### src/rtl/qcpm_pkg.sv
// Shared types, widths and constants of the quadrotor cascade PID and motor mixer.
package qcpm_pkg;

	// Field widths.
	localparam int GAIN_W     = 12;
	localparam int ANG_W      = 16;
	localparam int RATE_W     = 12;
	localparam int THR_W      = 13;
	localparam int STICK_W    = 8;
	localparam int MOTOR_W    = 13;
	localparam int CFG_ADDR_W = 3;

	// Stream packing.
	localparam int IN_TDATA_W  = 104;
	localparam int IN_TUSER_W  = 1;
	localparam int OUT_TDATA_W = 56;

	// Internal arithmetic widths.
	localparam int ERR_W   = 20;  // rate errors in 1/128 deg/s
	localparam int HERR_W  = 18;  // heading error in 1/128 deg
	localparam int DIFF_W  = 21;  // rate error differences
	localparam int HDIFF_W = 19;  // heading error difference
	localparam int OPND_W  = 21;  // shared multiplier data operand
	localparam int PROD_W  = GAIN_W + 1 + OPND_W;
	localparam int ACC_W   = 36;
	localparam int FRAC_W  = 11;  // terms accumulate in units of 1/2048
	localparam int QUOT_W  = ACC_W - FRAC_W;
	localparam int TERM_W  = 16;
	localparam int INTEG_W = 16;
	localparam int ISUM_W  = INTEG_W + 1;
	localparam int MIX_W   = 18;
	localparam int STICK_SHIFT = 7;  // one stick step is 128 units
	localparam int RATE_SHIFT  = 7;  // whole deg/s to 1/128 deg/s

	localparam logic signed [ERR_W-1:0]  STICK_MID   = 20'sd15;
	localparam logic signed [ERR_W-1:0]  SEP_LIMIT   = 20'sd19200;
	localparam logic signed [ERR_W-1:0]  SEP_NEG     = -20'sd19200;
	localparam logic signed [ISUM_W-1:0] INT_LIMIT   = 17'sd32000;
	localparam logic signed [ISUM_W-1:0] INT_NEG     = -17'sd32000;
	localparam logic signed [TERM_W-1:0] TERM_MAX    = 16'sd32767;
	localparam logic signed [TERM_W-1:0] TERM_MIN    = -16'sd32767;
	localparam logic signed [MIX_W-1:0]  PWM_MAX_S   = 18'sd7150;
	localparam logic signed [MIX_W-1:0]  PWM_MIN_S   = 18'sd5;
	localparam logic [MOTOR_W-1:0]       MOTOR_MAX   = 13'd7150;
	localparam logic [MOTOR_W-1:0]       MOTOR_FLOOR = 13'd1;
	localparam logic [THR_W-1:0]         IDLE_THROTTLE = 13'd100;
	localparam logic [THR_W-1:0]         THR_DISARMED  = 13'd1;

	// Configuration register indexes.
	localparam logic [CFG_ADDR_W-1:0] REG_RATE_KP_X  = 3'd0;
	localparam logic [CFG_ADDR_W-1:0] REG_RATE_KI_X  = 3'd1;
	localparam logic [CFG_ADDR_W-1:0] REG_RATE_KD_X  = 3'd2;
	localparam logic [CFG_ADDR_W-1:0] REG_RATE_KP_Y  = 3'd3;
	localparam logic [CFG_ADDR_W-1:0] REG_RATE_KI_Y  = 3'd4;
	localparam logic [CFG_ADDR_W-1:0] REG_RATE_KD_Y  = 3'd5;
	localparam logic [CFG_ADDR_W-1:0] REG_HEADING_KP = 3'd6;
	localparam logic [CFG_ADDR_W-1:0] REG_HEADING_KD = 3'd7;

	// Accumulator control from the sequencer to the multiply-accumulate unit.
	typedef struct packed {
		logic acc_load;
		logic acc_add;
	} mac_ctrl_t;

endpackage

### src/rtl/qcpm_mac.sv
// Shared multiply-accumulate unit with divide-by-2048 and term saturation.
module qcpm_mac (
	input  logic                                      clk,
	input  qcpm_pkg::mac_ctrl_t                       ctrl,
	input  logic [qcpm_pkg::GAIN_W-1:0]               gain,
	input  logic signed [qcpm_pkg::OPND_W-1:0]        opnd,
	output logic signed [qcpm_pkg::TERM_W-1:0]        term
);

	logic signed [qcpm_pkg::GAIN_W:0]       gain_s;
	logic signed [qcpm_pkg::PROD_W-1:0]     prod_q;
	logic signed [qcpm_pkg::ACC_W-1:0]      prod_ext;
	logic signed [qcpm_pkg::ACC_W-1:0]      acc_q;
	logic signed [qcpm_pkg::ACC_W-1:0]      acc_bias;
	logic signed [qcpm_pkg::QUOT_W-1:0]     quot;

	assign gain_s = signed'({1'b0, gain});

	// Product is registered before it reaches the accumulator.
	always_ff @(posedge clk) begin
		prod_q <= qcpm_pkg::PROD_W'(gain_s) * qcpm_pkg::PROD_W'(opnd);
	end

	assign prod_ext = qcpm_pkg::ACC_W'(prod_q);

	always_ff @(posedge clk) begin
		if (ctrl.acc_load) begin
			acc_q <= prod_ext;
		end else if (ctrl.acc_add) begin
			acc_q <= acc_q + prod_ext;
		end
	end

	// Division truncates toward zero: negative sums are biased before the shift.
	assign acc_bias = acc_q[qcpm_pkg::ACC_W-1]
		? acc_q + qcpm_pkg::ACC_W'((1 << qcpm_pkg::FRAC_W) - 1)
		: acc_q;
	assign quot = acc_bias[qcpm_pkg::ACC_W-1:qcpm_pkg::FRAC_W];

	always_comb begin
		if (quot > qcpm_pkg::TERM_MAX) begin
			term = qcpm_pkg::TERM_MAX;
		end else if (quot < qcpm_pkg::TERM_MIN) begin
			term = qcpm_pkg::TERM_MIN;
		end else begin
			term = quot[qcpm_pkg::TERM_W-1:0];
		end
	end

endmodule

### src/rtl/qcpm_mixer.sv
// Four-motor mixer with output clamp and the registered output stage.
module qcpm_mixer (
	input  logic                                  clk,
	input  logic                                  arst_n,
	input  logic                                  load,
	input  logic [qcpm_pkg::THR_W-1:0]            thr,
	input  logic signed [qcpm_pkg::TERM_W-1:0]    px,
	input  logic signed [qcpm_pkg::TERM_W-1:0]    py,
	input  logic signed [qcpm_pkg::TERM_W-1:0]    pyaw,
	output logic                                  ready,
	output logic                                  m_tvalid,
	input  logic                                  m_tready,
	output logic [qcpm_pkg::OUT_TDATA_W-1:0]      m_tdata
);

	logic signed [qcpm_pkg::MIX_W-1:0] t_e, px_e, py_e, pyaw_e;
	logic signed [qcpm_pkg::MIX_W-1:0] sum_fa, sum_fb, sum_ra, sum_rb;
	logic [qcpm_pkg::MOTOR_W-1:0]      front_a_q, front_b_q, rear_a_q, rear_b_q;
	logic                              valid_q;

	function automatic logic [qcpm_pkg::MOTOR_W-1:0] clamp_motor(
		input logic signed [qcpm_pkg::MIX_W-1:0] v);
		logic [qcpm_pkg::MOTOR_W-1:0] r;
		if (v >= qcpm_pkg::PWM_MAX_S) begin
			r = qcpm_pkg::MOTOR_MAX;
		end else if (v <= qcpm_pkg::PWM_MIN_S) begin
			r = qcpm_pkg::MOTOR_FLOOR;
		end else begin
			r = v[qcpm_pkg::MOTOR_W-1:0];
		end
		return r;
	endfunction

	assign t_e    = signed'({{(qcpm_pkg::MIX_W-qcpm_pkg::THR_W){1'b0}}, thr});
	assign px_e   = qcpm_pkg::MIX_W'(px);
	assign py_e   = qcpm_pkg::MIX_W'(py);
	assign pyaw_e = qcpm_pkg::MIX_W'(pyaw);

	assign sum_fa = t_e + px_e - py_e + pyaw_e;
	assign sum_fb = t_e + px_e + py_e - pyaw_e;
	assign sum_ra = t_e - px_e + py_e + pyaw_e;
	assign sum_rb = t_e - px_e - py_e - pyaw_e;

	assign ready = !valid_q || m_tready;

	always_ff @(posedge clk or negedge arst_n) begin
		if (!arst_n) begin
			valid_q <= 1'b0;
		end else if (load) begin
			valid_q <= 1'b1;
		end else if (m_tready) begin
			valid_q <= 1'b0;
		end
	end

	always_ff @(posedge clk) begin
		if (load) begin
			front_a_q <= clamp_motor(sum_fa);
			front_b_q <= clamp_motor(sum_fb);
			rear_a_q  <= clamp_motor(sum_ra);
			rear_b_q  <= clamp_motor(sum_rb);
		end
	end

	assign m_tvalid = valid_q;
	assign m_tdata  = {4'b0000, rear_b_q, rear_a_q, front_b_q, front_a_q};

endmodule

### src/rtl/quadrotor_cascade_pid_mixer_top.sv
// Top level of the quadrotor cascade PID controller and four-motor mixer.
//
// One input beat on the s_ channel carries a control tick: three angles, two gyro
// rates, the throttle, two sticks and the arm flag (in s_tuser). One output beat on
// the m_ channel carries the four clamped motor pulses for that tick. The gains are
// written through cfg_we / cfg_addr / cfg_data while the block is idle; only the user ensures this.
//
// Each tick is worked through a 13-step sequencer around one shared 13x21-bit
// multiplier and 36-bit accumulator: errors, integral update, then eight products
// (three per rate axis, two for heading), then the mix. s_tready rises again in the
// same cycle as the result beat becomes valid, so the next beat is accepted only
// after the previous tick has left the mix step.
// If the receiver holds m_tready low, the finished beat stays in the output
// register, the next tick is still accepted and computed, and the sequencer waits
// at the mix step until the output register is free.
// Reset restores the default gains, clears the integrals, error history and
// captured heading, and leaves the output channel empty.
module quadrotor_cascade_pid_mixer_top (
	input  logic                                 clk,
	input  logic                                 arst_n,
	// pitch_angle[15:0], roll_angle[31:16], heading_angle[47:32], rate_x[59:48],
	// rate_y[71:60], throttle[84:72], stick_pitch[92:85], stick_roll[100:93]
	input  logic [qcpm_pkg::IN_TDATA_W-1:0]      s_tdata,
	// armed[0]
	input  logic [qcpm_pkg::IN_TUSER_W-1:0]      s_tuser,
	input  logic                                 s_tvalid,
	output logic                                 s_tready,
	// motor_front_a[12:0], motor_front_b[25:13], motor_rear_a[38:26], motor_rear_b[51:39]
	output logic [qcpm_pkg::OUT_TDATA_W-1:0]     m_tdata,
	output logic                                 m_tvalid,
	input  logic                                 m_tready,
	input  logic                                 cfg_we,
	input  logic [qcpm_pkg::CFG_ADDR_W-1:0]      cfg_addr,
	input  logic [qcpm_pkg::GAIN_W-1:0]          cfg_data
);

	localparam logic ST_IDLE = 1'b0;
	localparam logic ST_RUN  = 1'b1;

	localparam int STEP_W = 4;
	localparam logic [STEP_W-1:0] STEP_ERR   = 4'd0;
	localparam logic [STEP_W-1:0] STEP_PREP  = 4'd1;
	localparam logic [STEP_W-1:0] STEP_KP_Y  = 4'd2;
	localparam logic [STEP_W-1:0] STEP_KD_Y  = 4'd3;
	localparam logic [STEP_W-1:0] STEP_KI_Y  = 4'd4;
	localparam logic [STEP_W-1:0] STEP_KP_X  = 4'd5;
	localparam logic [STEP_W-1:0] STEP_KD_X  = 4'd6;
	localparam logic [STEP_W-1:0] STEP_KI_X  = 4'd7;
	localparam logic [STEP_W-1:0] STEP_KP_H  = 4'd8;
	localparam logic [STEP_W-1:0] STEP_KD_H  = 4'd9;
	localparam logic [STEP_W-1:0] STEP_ACC_H = 4'd10;
	localparam logic [STEP_W-1:0] STEP_FIN_H = 4'd11;
	localparam logic [STEP_W-1:0] STEP_MIX   = 4'd12;

	logic              state_q;
	logic [STEP_W-1:0] step_q;

	// Captured tick.
	logic signed [qcpm_pkg::ANG_W-1:0]  pitch_q, roll_q, head_q;
	logic signed [qcpm_pkg::RATE_W-1:0] rx_q, ry_q;
	logic [qcpm_pkg::THR_W-1:0]         thr_q;
	logic [qcpm_pkg::STICK_W-1:0]       sp_q, sr_q;
	logic                               armed_q;

	// Gains.
	logic [qcpm_pkg::GAIN_W-1:0] kp_x_q, ki_x_q, kd_x_q;
	logic [qcpm_pkg::GAIN_W-1:0] kp_y_q, ki_y_q, kd_y_q;
	logic [qcpm_pkg::GAIN_W-1:0] kp_h_q, kd_h_q;

	// Loop state and per-tick working values.
	logic signed [qcpm_pkg::ERR_W-1:0]   e_x_q, e_y_q, last_x_q, last_y_q;
	logic signed [qcpm_pkg::HERR_W-1:0]  e_h_q, last_h_q;
	logic signed [qcpm_pkg::DIFF_W-1:0]  d_x_q, d_y_q;
	logic signed [qcpm_pkg::HDIFF_W-1:0] d_h_q;
	logic signed [qcpm_pkg::INTEG_W-1:0] integ_x_q, integ_y_q;
	logic signed [qcpm_pkg::ANG_W-1:0]   target_q;
	logic signed [qcpm_pkg::TERM_W-1:0]  px_q, py_q, pyaw_q;
	logic                                use_x_q, use_y_q;

	logic signed [qcpm_pkg::ERR_W-1:0]   sp_e, sr_e, pitch_e, roll_e, rx_e, ry_e;
	logic signed [qcpm_pkg::ERR_W-1:0]   e_x_n, e_y_n;
	logic signed [qcpm_pkg::HERR_W-1:0]  e_h_n;

	qcpm_pkg::mac_ctrl_t                 mac_ctrl;
	logic [qcpm_pkg::GAIN_W-1:0]         mac_gain;
	logic signed [qcpm_pkg::OPND_W-1:0]  mac_opnd;
	logic signed [qcpm_pkg::TERM_W-1:0]  mac_term;

	logic                                mix_ready, mix_load, idle_tick;
	logic [qcpm_pkg::THR_W-1:0]          mix_thr;
	logic signed [qcpm_pkg::TERM_W-1:0]  mix_px, mix_py, mix_pyaw;

	logic s_beat;

	// Integral with separation: added to only when the error is inside the band,
	// then held within the integral limit.
	function automatic logic signed [qcpm_pkg::INTEG_W-1:0] integ_next(
		input logic signed [qcpm_pkg::INTEG_W-1:0] integ,
		input logic signed [qcpm_pkg::ERR_W-1:0]   err,
		input logic                                use_i);
		logic signed [qcpm_pkg::ISUM_W-1:0]  sum;
		logic signed [qcpm_pkg::INTEG_W-1:0] r;
		sum = qcpm_pkg::ISUM_W'(integ) + qcpm_pkg::ISUM_W'(err >>> 2);
		if (!use_i) begin
			r = integ;
		end else if (sum > qcpm_pkg::INT_LIMIT) begin
			r = qcpm_pkg::INT_LIMIT[qcpm_pkg::INTEG_W-1:0];
		end else if (sum < qcpm_pkg::INT_NEG) begin
			r = qcpm_pkg::INT_NEG[qcpm_pkg::INTEG_W-1:0];
		end else begin
			r = sum[qcpm_pkg::INTEG_W-1:0];
		end
		return r;
	endfunction

	function automatic logic in_band(input logic signed [qcpm_pkg::ERR_W-1:0] err);
		return !(err >= qcpm_pkg::SEP_LIMIT || err <= qcpm_pkg::SEP_NEG);
	endfunction

	assign s_tready = (state_q == ST_IDLE);
	assign s_beat   = s_tvalid && s_tready;

	// Configuration writes.
	always_ff @(posedge clk or negedge arst_n) begin
		if (!arst_n) begin
			kp_x_q <= 12'd480;
			ki_x_q <= 12'd8;
			kd_x_q <= 12'd480;
			kp_y_q <= 12'd400;
			ki_y_q <= 12'd8;
			kd_y_q <= 12'd352;
			kp_h_q <= 12'd640;
			kd_h_q <= 12'd960;
		end else if (cfg_we) begin
			case (cfg_addr)
				qcpm_pkg::REG_RATE_KP_X:  kp_x_q <= cfg_data;
				qcpm_pkg::REG_RATE_KI_X:  ki_x_q <= cfg_data;
				qcpm_pkg::REG_RATE_KD_X:  kd_x_q <= cfg_data;
				qcpm_pkg::REG_RATE_KP_Y:  kp_y_q <= cfg_data;
				qcpm_pkg::REG_RATE_KI_Y:  ki_y_q <= cfg_data;
				qcpm_pkg::REG_RATE_KD_Y:  kd_y_q <= cfg_data;
				qcpm_pkg::REG_HEADING_KP: kp_h_q <= cfg_data;
				qcpm_pkg::REG_HEADING_KD: kd_h_q <= cfg_data;
				default: begin
				end
			endcase
		end
	end

	// Input capture.
	always_ff @(posedge clk) begin
		if (s_beat) begin
			pitch_q <= s_tdata[15:0];
			roll_q  <= s_tdata[31:16];
			head_q  <= s_tdata[47:32];
			rx_q    <= s_tdata[59:48];
			ry_q    <= s_tdata[71:60];
			thr_q   <= s_tdata[84:72];
			sp_q    <= s_tdata[92:85];
			sr_q    <= s_tdata[100:93];
			armed_q <= s_tuser[0];
		end
	end

	// Rate errors: the outer P loop (gain 2 on X, 1 on Y) gives the rate setpoint,
	// from which the measured rate is taken. Values stay within the error width.
	assign sp_e    = signed'({{(qcpm_pkg::ERR_W-qcpm_pkg::STICK_W){1'b0}}, sp_q});
	assign sr_e    = signed'({{(qcpm_pkg::ERR_W-qcpm_pkg::STICK_W){1'b0}}, sr_q});
	assign pitch_e = qcpm_pkg::ERR_W'(pitch_q);
	assign roll_e  = qcpm_pkg::ERR_W'(roll_q);
	assign rx_e    = qcpm_pkg::ERR_W'(rx_q);
	assign ry_e    = qcpm_pkg::ERR_W'(ry_q);

	assign e_y_n = ((qcpm_pkg::STICK_MID - sp_e) <<< qcpm_pkg::STICK_SHIFT) - pitch_e
		- (ry_e <<< qcpm_pkg::RATE_SHIFT);
	assign e_x_n = ((((sr_e - qcpm_pkg::STICK_MID) <<< qcpm_pkg::STICK_SHIFT) - roll_e) <<< 1)
		- (rx_e <<< qcpm_pkg::RATE_SHIFT);
	assign e_h_n = qcpm_pkg::HERR_W'(target_q) - qcpm_pkg::HERR_W'(head_q);

	// Operand selection for the shared multiplier. The integral product is
	// zeroed through its gain when the error is outside the separation band.
	always_comb begin
		mac_gain = '0;
		mac_opnd = '0;
		case (step_q)
			STEP_KP_Y: begin
				mac_gain = kp_y_q;
				mac_opnd = qcpm_pkg::OPND_W'(e_y_q);
			end
			STEP_KD_Y: begin
				mac_gain = kd_y_q;
				mac_opnd = qcpm_pkg::OPND_W'(d_y_q);
			end
			STEP_KI_Y: begin
				mac_gain = use_y_q ? ki_y_q : '0;
				mac_opnd = qcpm_pkg::OPND_W'(integ_y_q) <<< 2;
			end
			STEP_KP_X: begin
				mac_gain = kp_x_q;
				mac_opnd = qcpm_pkg::OPND_W'(e_x_q);
			end
			STEP_KD_X: begin
				mac_gain = kd_x_q;
				mac_opnd = qcpm_pkg::OPND_W'(d_x_q);
			end
			STEP_KI_X: begin
				mac_gain = use_x_q ? ki_x_q : '0;
				mac_opnd = qcpm_pkg::OPND_W'(integ_x_q) <<< 2;
			end
			STEP_KP_H: begin
				mac_gain = kp_h_q;
				mac_opnd = qcpm_pkg::OPND_W'(e_h_q);
			end
			STEP_KD_H: begin
				mac_gain = kd_h_q;
				mac_opnd = qcpm_pkg::OPND_W'(d_h_q);
			end
			default: begin
			end
		endcase
	end

	// The accumulator trails the multiplier through the product register; the first
	// product of a term loads it, which also lets the finished previous term be taken.
	always_comb begin
		mac_ctrl = '0;
		case (step_q)
			STEP_KD_Y, STEP_KD_X, STEP_KD_H: mac_ctrl.acc_load = (state_q == ST_RUN);
			STEP_KI_Y, STEP_KP_X, STEP_KI_X, STEP_KP_H, STEP_ACC_H:
				mac_ctrl.acc_add = (state_q == ST_RUN);
			default: begin
			end
		endcase
	end

	qcpm_mac u_mac (
		.clk  (clk),
		.ctrl (mac_ctrl),
		.gain (mac_gain),
		.opnd (mac_opnd),
		.term (mac_term)
	);

	// A disarmed tick or one at idle throttle drops all terms.
	assign idle_tick = !armed_q || (thr_q <= qcpm_pkg::IDLE_THROTTLE);
	assign mix_thr   = armed_q ? thr_q : qcpm_pkg::THR_DISARMED;
	assign mix_px    = idle_tick ? '0 : px_q;
	assign mix_py    = idle_tick ? '0 : py_q;
	assign mix_pyaw  = idle_tick ? '0 : pyaw_q;
	assign mix_load  = (state_q == ST_RUN) && (step_q == STEP_MIX) && mix_ready;

	qcpm_mixer u_mixer (
		.clk      (clk),
		.arst_n   (arst_n),
		.load     (mix_load),
		.thr      (mix_thr),
		.px       (mix_px),
		.py       (mix_py),
		.pyaw     (mix_pyaw),
		.ready    (mix_ready),
		.m_tvalid (m_tvalid),
		.m_tready (m_tready),
		.m_tdata  (m_tdata)
	);

	// Sequencer.
	always_ff @(posedge clk or negedge arst_n) begin
		if (!arst_n) begin
			state_q <= ST_IDLE;
			step_q  <= STEP_ERR;
		end else if (state_q == ST_IDLE) begin
			if (s_beat) begin
				state_q <= ST_RUN;
				step_q  <= STEP_ERR;
			end
		end else if (step_q == STEP_MIX) begin
			if (mix_ready) begin
				state_q <= ST_IDLE;
				step_q  <= STEP_ERR;
			end
		end else begin
			step_q <= step_q + 1'b1;
		end
	end

	// Loop state: error history, integrals and captured heading.
	always_ff @(posedge clk or negedge arst_n) begin
		if (!arst_n) begin
			last_x_q  <= '0;
			last_y_q  <= '0;
			last_h_q  <= '0;
			integ_x_q <= '0;
			integ_y_q <= '0;
			target_q  <= '0;
		end else if (state_q == ST_RUN) begin
			if (step_q == STEP_PREP) begin
				last_x_q  <= e_x_q;
				last_y_q  <= e_y_q;
				last_h_q  <= e_h_q;
				integ_x_q <= integ_next(integ_x_q, e_x_q, in_band(e_x_q));
				integ_y_q <= integ_next(integ_y_q, e_y_q, in_band(e_y_q));
			end else if (mix_load && idle_tick) begin
				integ_x_q <= '0;
				integ_y_q <= '0;
				target_q  <= head_q;
			end
		end
	end

	// Per-tick working registers.
	always_ff @(posedge clk) begin
		if (state_q == ST_RUN) begin
			case (step_q)
				STEP_ERR: begin
					e_x_q <= e_x_n;
					e_y_q <= e_y_n;
					e_h_q <= e_h_n;
				end
				STEP_PREP: begin
					d_x_q   <= qcpm_pkg::DIFF_W'(e_x_q) - qcpm_pkg::DIFF_W'(last_x_q);
					d_y_q   <= qcpm_pkg::DIFF_W'(e_y_q) - qcpm_pkg::DIFF_W'(last_y_q);
					d_h_q   <= qcpm_pkg::HDIFF_W'(e_h_q) - qcpm_pkg::HDIFF_W'(last_h_q);
					use_x_q <= in_band(e_x_q);
					use_y_q <= in_band(e_y_q);
				end
				STEP_KD_X:  py_q   <= mac_term;
				STEP_KD_H:  px_q   <= mac_term;
				STEP_FIN_H: pyaw_q <= mac_term;
				default: begin
				end
			endcase
		end
	end

	// An accepted beat always starts the sequence at the error step.
	a_accept_starts: assert property (@(posedge clk) disable iff (!arst_n)
		s_beat |=> (state_q == ST_RUN && step_q == STEP_ERR))
		else $error("accepted beat did not start the sequencer");

	// The integrals never leave the clamp range.
	a_integ_range: assert property (@(posedge clk) disable iff (!arst_n)
		(integ_x_q <= qcpm_pkg::INT_LIMIT && integ_x_q >= qcpm_pkg::INT_NEG &&
		 integ_y_q <= qcpm_pkg::INT_LIMIT && integ_y_q >= qcpm_pkg::INT_NEG))
		else $error("integral outside clamp range");

	// A new result only appears out of the mix step.
	a_result_from_mix: assert property (@(posedge clk) disable iff (!arst_n)
		$rose(m_tvalid) |-> ($past(state_q) == ST_RUN && $past(step_q) == STEP_MIX))
		else $error("result loaded outside the mix step");

	// An idle or disarmed tick leaves both integrals cleared.
	a_idle_clears: assert property (@(posedge clk) disable iff (!arst_n)
		(mix_load && idle_tick) |=> (integ_x_q == '0 && integ_y_q == '0))
		else $error("integrals not cleared on idle tick");

endmodule

### config.mk
export PLATFORM = sky130hd
export DESIGN_NAME = quadrotor_cascade_pid_mixer_top
export DESIGN_NICKNAME = d
export VERILOG_FILES = /design/src/rtl/qcpm_pkg.sv /design/src/rtl/qcpm_mac.sv /design/src/rtl/qcpm_mixer.sv /design/src/rtl/quadrotor_cascade_pid_mixer_top.sv
export SDC_FILE = /design/constraint.sdc
export NUM_CORES = 2
export LEC_CHECK = 0
export BUFFER_PORTS_ARGS = -buffer_cell sky130_fd_sc_hd__buf_4
export CAP_MARGIN = 30
export CORE_ASPECT_RATIO = 1.1
export CORE_UTILIZATION = 64
export CTS_CLUSTER_DIAMETER = 50
export DETAILED_ROUTE_END_ITERATION = 10
export PLACE_DENSITY = 0.93
export SYNTH_ARGS = -nofsm -noshare
export SYNTH_HDL_FRONTEND = slang
export SYNTH_SLANG_ARGS = --single-unit
### constraint.sdc
create_clock -name clk -period 9.55 [get_ports clk]
set_clock_uncertainty 0.15 [all_clocks]
set_input_delay 1.4325 -clock clk [delete_from_list [all_inputs] [get_ports clk]]
set_output_delay 1.4325 -clock clk [all_outputs]
set_load 0.01 [all_outputs]
======== Word-level counts from Yosys, hierarchy flattened ========
Index checks and enable logic that the tools add are counted.
cells by class
  add/sub/neg operators ................... 25
  multipliers ............................. 1
  order comparisons ....................... 19
  eq/ne operators ......................... 22
  multiplexer cells ....................... 38
  bitwise gates (word level) .............. 2
  reductions and logical operators ........ 41
operators with widths
  operator                                                              count
  two-way mux 16 bit                                                    14
  case mux 21 bit (8 select lines)                                      1
  two-way mux 36 bit                                                    3
  case mux 12 bit (8 select lines)                                      1
  greater-or-equal comparator 18 x 14 -> 1 bit (second input constant)  4
  less-or-equal comparator 18 x 4 -> 1 bit (second input constant)      4
  two-way mux 13 bit                                                    5
  subtractor 16 x 16 -> 17 bit                                          3
  subtractor 20 x 20 -> 21 bit                                          2
  greater-or-equal comparator 20 x 16 -> 1 bit (second input constant)  2
  less-or-equal comparator 20 x 16 -> 1 bit (second input constant)     2
  adder 17 x 16 -> 18 bit                                               2
  adder 18 x 16 -> 18 bit                                               2
  adder 36 x 12 -> 36 bit (second input constant)                       1
  adder 36 x 34 -> 36 bit                                               1
  subtractor 17 x 16 -> 18 bit                                          2
  subtractor 18 x 16 -> 18 bit                                          2
  adder 16 x 17 -> 17 bit                                               2
  > comparator 17 x 16 -> 1 bit (second input constant)                 2
  < comparator 17 x 16 -> 1 bit (second input constant)                 2
  multiplier 13 x 21 -> 34 bit                                          1
  AND reduction 2 bit                                                   14
  > comparator 25 x 16 -> 1 bit (second input constant)                 1
  < comparator 25 x 16 -> 1 bit (second input constant)                 1
  other kinds (32)                                                      74
word-level totals
  bits in registers ....................... 599
  word-level logic and storage cells ...... 195

======== Logic depth before layout (Yosys ltp) ========
  word-level depth ........................ 8
  gate-level depth with buffers ........... 30
  depth with buffers taken out ............ 27

======== Hierarchy ========
From an unflattened synthesis, not the netlist that was laid out.
unflattened totals
  cells, all modules ...................... 4,815
  area, all modules ....................... 47,913.5 um2
modules (own cells, without submodules)
  module                           instances  cells each  area an instance (um2)  seq. area each (um2)
  quadrotor_cascade_pid_mixer_top  1          2,249       25,400.6                13,175.1
  qcpm_mac                         1          1,622       14,000.9                1,761.7
  qcpm_mixer                       1          944         8,511.9                 1,586.5

======== Worst setup path before layout ========
No wires, ideal clock.
  kind .................................... reg2reg
  from .................................... reg step_q[0]
  to ...................................... reg u_mac.prod_q[33] in the netlist's numbering
  setup time .............................. 0.072 ns
  arrival ................................. 7.241 ns
  slack ................................... 2.086 ns
  cell stages (with the launch flop) ...... 28
  path buffers ............................ 3
  clock period less this slack ............ 7.464 ns
  cell sequence ........................... dfrtp_1 > ha_1 > inv_1 > nor3_1 > clkbuf_1 > buf_1 > a221oi_1 > nand3_1 > clkbuf_1 > nand2_1 > fa_1 > inv_1 > fa_1 > fa_1 > inv_1 > fa_1 > inv_1 > fa_1 > ha_1 > and3_1 > a221oi_1 > o211ai_1 > a31oi_1 > o21ai_0 > a31oi_1 > o21ai_0 > a21oi_1 > xnor2_1
on the way
  longest elaborated chain between the ends .. 3
  elaborated cells on any way between the ends .. 11
RTL lines
  what                                                                                  RTL line                                text
  from (decl)                                                                           quadrotor_cascade_pid_mixer_top.sv:56   logic [STEP_W-1:0] step_q;
  from (signal assigned)                                                                quadrotor_cascade_pid_mixer_top.sv:282  step_q <= step_q + 1'b1;
  == test 4 bit (tied with other cells)                                                 quadrotor_cascade_pid_mixer_top.sv:185  case (step_q)
  case mux 12 bit (8 select lines) or case mux 21 bit (8 select lines) (tied branches)  quadrotor_cascade_pid_mixer_top.sv:185
  multiplier 13 x 21 -> 34 bit *                                                        qcpm_mac.sv:21                          prod_q <= qcpm_pkg::PROD_W'(gain_s) * qcpm_pkg::PROD_W'(opnd);
  to (signal assigned)                                                                  qcpm_mac.sv:21
  to (decl)                                                                             qcpm_mac.sv:11                          logic signed [qcpm_pkg::PROD_W-1:0] prod_q;
Every way passes the cells marked *; elsewhere a longest branch is shown, timed or not.
A chain may end at the register's enable or synchronous reset.

======== Worst setup path after layout ========
Ends and elaborated chain as after synthesis.

==> results.json <==
{
  "fmax_mhz": 116,
  "drtAntennaViolNets": 0,
  "rrSetupSlack_ns": 0.91,
  "status": "completed",
  "routed_wl_mm": 127,
  "crit_start": "step_q[0]",
  "num_rows": 103,
  "yosys_warnings": 0,
  "core_area_um2": 72200,
  "slowest_stage": "a221oi_1",
  "io_buffers": 175,
  "worst_pin_slew_ns": 1.16,
  "crit_type": "reg -> reg",
  "path_clk_slew_ns": 0.06,
  "required_ns": 9.98,
  "cp-start-kind": "flip-flop",
  "area_growth_pct": 10.8,
  "multiInputGateArea_um2": 27700,
  "clk_latency_ns": 0.67,
  "dr.first_iter.drc_count": 3593,
  "cp-end-kind": "flip-flop",
  "cts_htree_levels": 3,
  "synth-edff-count": 355,
  "grt_usage_pct": 34.1,
  "ys_top_cells_by_area": "edfxtp_1 23%, fa_1 14%, dfrtp_1 9.8%",
  "grt_pass1_wl_mm": 200,
  "antenna_found_initial": 5,
  "drc": 0,
  "syn_inst": 4740,
  "cap_violations": 0,
  "top_layer_used": "met5",
  "synth_most_common_cell": "inv_1",
  "grt_pass1_vias": 38747,
  "synth_top_family_by_area": "adder cells",
  "slew_headroom_pct": 21.7,
  "nets": 5709,
  "cp.arrival_ns": 9.07,
  "worst_r2r_endpoint": "u_mac.prod_q[33]",
  "die_x_um": 260,
  "wire_per_inst_um": 21.4,
  "min_period_over_period_pct": 90.5,
  "worstSetupEndpoint": "u_mac.prod_q[33]",
  "cts_buffers": 75,
  "cp_common_cell": "fa_1",
  "drive_gt1_share_pct": 10.7,
  "cts_buffer_depth": 3,
  "synth_xor_area_share_pct": 4.77,
  "cts_tree": "built",
  "r2r-start": "step_q[0]",
  "final-hold-violation-count": 0,
  "layout_min_cycle_time_ns": 8.64,
  "cp_max_fo": 29,
  "worstRegToRegCells": 26,
  "crit_family": "compound AO/OA/AOI/OAI gates",
  "synth_largest_area_cell": "edfxtp_1",
  "async_flop_share_pct": 34.6,
  "final-setup-viol-count": 0,
  "max_stage_delay_ns": 0.69,
  "fillers": 4772,
  "netlist_top_cells_count": "615 x inv_1, 400 x nand2_1, 361 x ha_1",
  "dpl.hpwl_mm": 93.7,
  "synthMuxAreaShare_pct": 2.53,
  "ys_seq_area_share_pct": 35.2,
  "cts_hold_buf": 0,
  "dieArea_um2": 74500,
  "die_h_um": 286,
  "avgViaCountPerCell": 6.35,
  "cts_sinks": 595,
  "place_congestion": 1.00,
  "syn_avg_cell_area_um2": 9.91,
  "postCtsResizedCells": 0,
  "final.setup.tns_ns": 0,
  "cts_setup_buffers": 0,
  "rsz0062_at_grt": "no",
  "grt_overflow_total": 0,
  "synth_compound_area_share_pct": 15.1,
  "grt_max_degree": 101,
  "wl_met1_mm": 43.9,
  "yosys.area.top_type_share_pct": 22.7,
  "initial_utilization_pct": 65.1,
  "synth_seq_cells": 595,
  "route.met2.wl_mm": 62.5,
  "ys.flop_type": "edfxtp_1",
  "netlist_area_um2": 47000,
  "synth_fa_ha_area_share_pct": 23.3,
  "slew_viol_final": 0,
  "ios": 183,
  "met3_length_mm": 10.1,
  "synthSimpleGateAreaFrac_pct": 13.0,
  "ys_types": 103,
  "cts-root-buf": "clkbuf_16",
  "crit_cells": 26,
  "first_pass_iters": 6,
  "seq_area_um2": 16500,
  "vias": 37599,
  "critPathBufInv": 5,
  "worstHoldPathCells": 0,
  "hp-class": "reg -> reg"
}
-- registers in the layout (all words and copies together), names as in the netlist, 16 cells and up --
| name | count |
|---|---|
| u_mac.acc_q | 36 |
| e_x_q | 19 |
| integ_y_q | 16 |
| last_y_q | 20 |
| d_y_q | 21 |
| pitch_q | 16 |
| d_x_q | 20 |
| target_q | 16 |
| integ_x_q | 16 |
| last_x_q | 19 |
| head_q | 16 |
| last_h_q | 17 |
| e_h_q | 17 |
| pyaw_q | 16 |
| u_mac.prod_q | 34 |
| roll_q | 16 |
| d_h_q | 18 |
| e_y_q | 20 |
| px_q | 16 |
| py_q | 16 |
-- routing by layer --
| metal | track usage [%] | vias up |
|---|---|---|
| met4 | 24.7 | 2 |
| li1 | - | 16917 |
| met1 | 37.4 | 18269 |
| met2 | 58.9 | 1845 |
| met3 | 6.79 | 566 |
| met5 | 0 | - |
-- how the worst min path moves through the flow --
| stage | slack [ns] | startpoint | to |
|---|---|---|---|
| floorplan | 0.28 | pitch_q[0] | e_y_q[0] |
| global placement | 0.30 | pitch_q[0] | e_y_q[0] |
| detailed placement | 0.32 | pitch_q[0] | e_y_q[0] |
| CTS | 0.33 | pitch_q[0] | e_y_q[0] |
| global route | 0.34 | roll_q[0] | e_x_q[1] |
| finish | 0.33 | roll_q[0] | e_x_q[1] |
-- through the flow --
step                      instance area, um2  util, %  instances  hold slack (ns)  worst slack [ns]
after global placement                 49400     68.4       5769            0.304              1.40
after global routing                   52000     72.1       5912            0.345             0.516
after detailed placement               49400     68.5       5772            0.316              1.24
after CTS                              52000     72.1       5912            0.331              1.15
final                                  52000     72.1       5917            0.329             0.909
after floorplan                        47000        -       4743            0.276              2.09
-- cell families (layout without fill, tap and decap cells) --
group / after synthesis / in the layout
simple gates: 1280 / 1280
compound gates: 1058 / 1058
buf+inv: 759 / 983
fa+ha+maj: 685 / 685
flops: 595 / 595
xor+xnor: 256 / 256
mux: 106 / 106
other cells: 1 / 9
-- final cells by class --
type / instances / share of cell area, %
multi-input combinational: 3389 / 53.2
sequential: 595 / 31.8
inverter: 615 / 4.44
clock buffer: 89 / 3.87
timing repair buffer: 228 / 3.32
tap: 945 / 2.27
clock inverter: 51 / 1.16
antenna: 5 / 0.0240
-- layout by cell type (no fill, tap or decap), types with 38 or more instances in the layout --
master	count
xnor2_1	158
ha_1	361
a21oi_1	235
o21ai_0	248
clkbuf_16	77
dfrtp_1	184
a21o_1	57
nor2_1	331
nor3_1	97
fa_1	319
xor2_1	98
nand2_1	400
mux2_2	101
inv_1	615
nand3_1	96
o21a_1	38
nor2b_1	44
a31oi_1	39
nand2b_1	39
edfxtp_1	355
a22o_1	81
and2_1	46
o21bai_1	40
buf_4	225
Power is not shown: default switching activity piles up to over one toggle a cycle in this logic, so the estimate is an artifact.
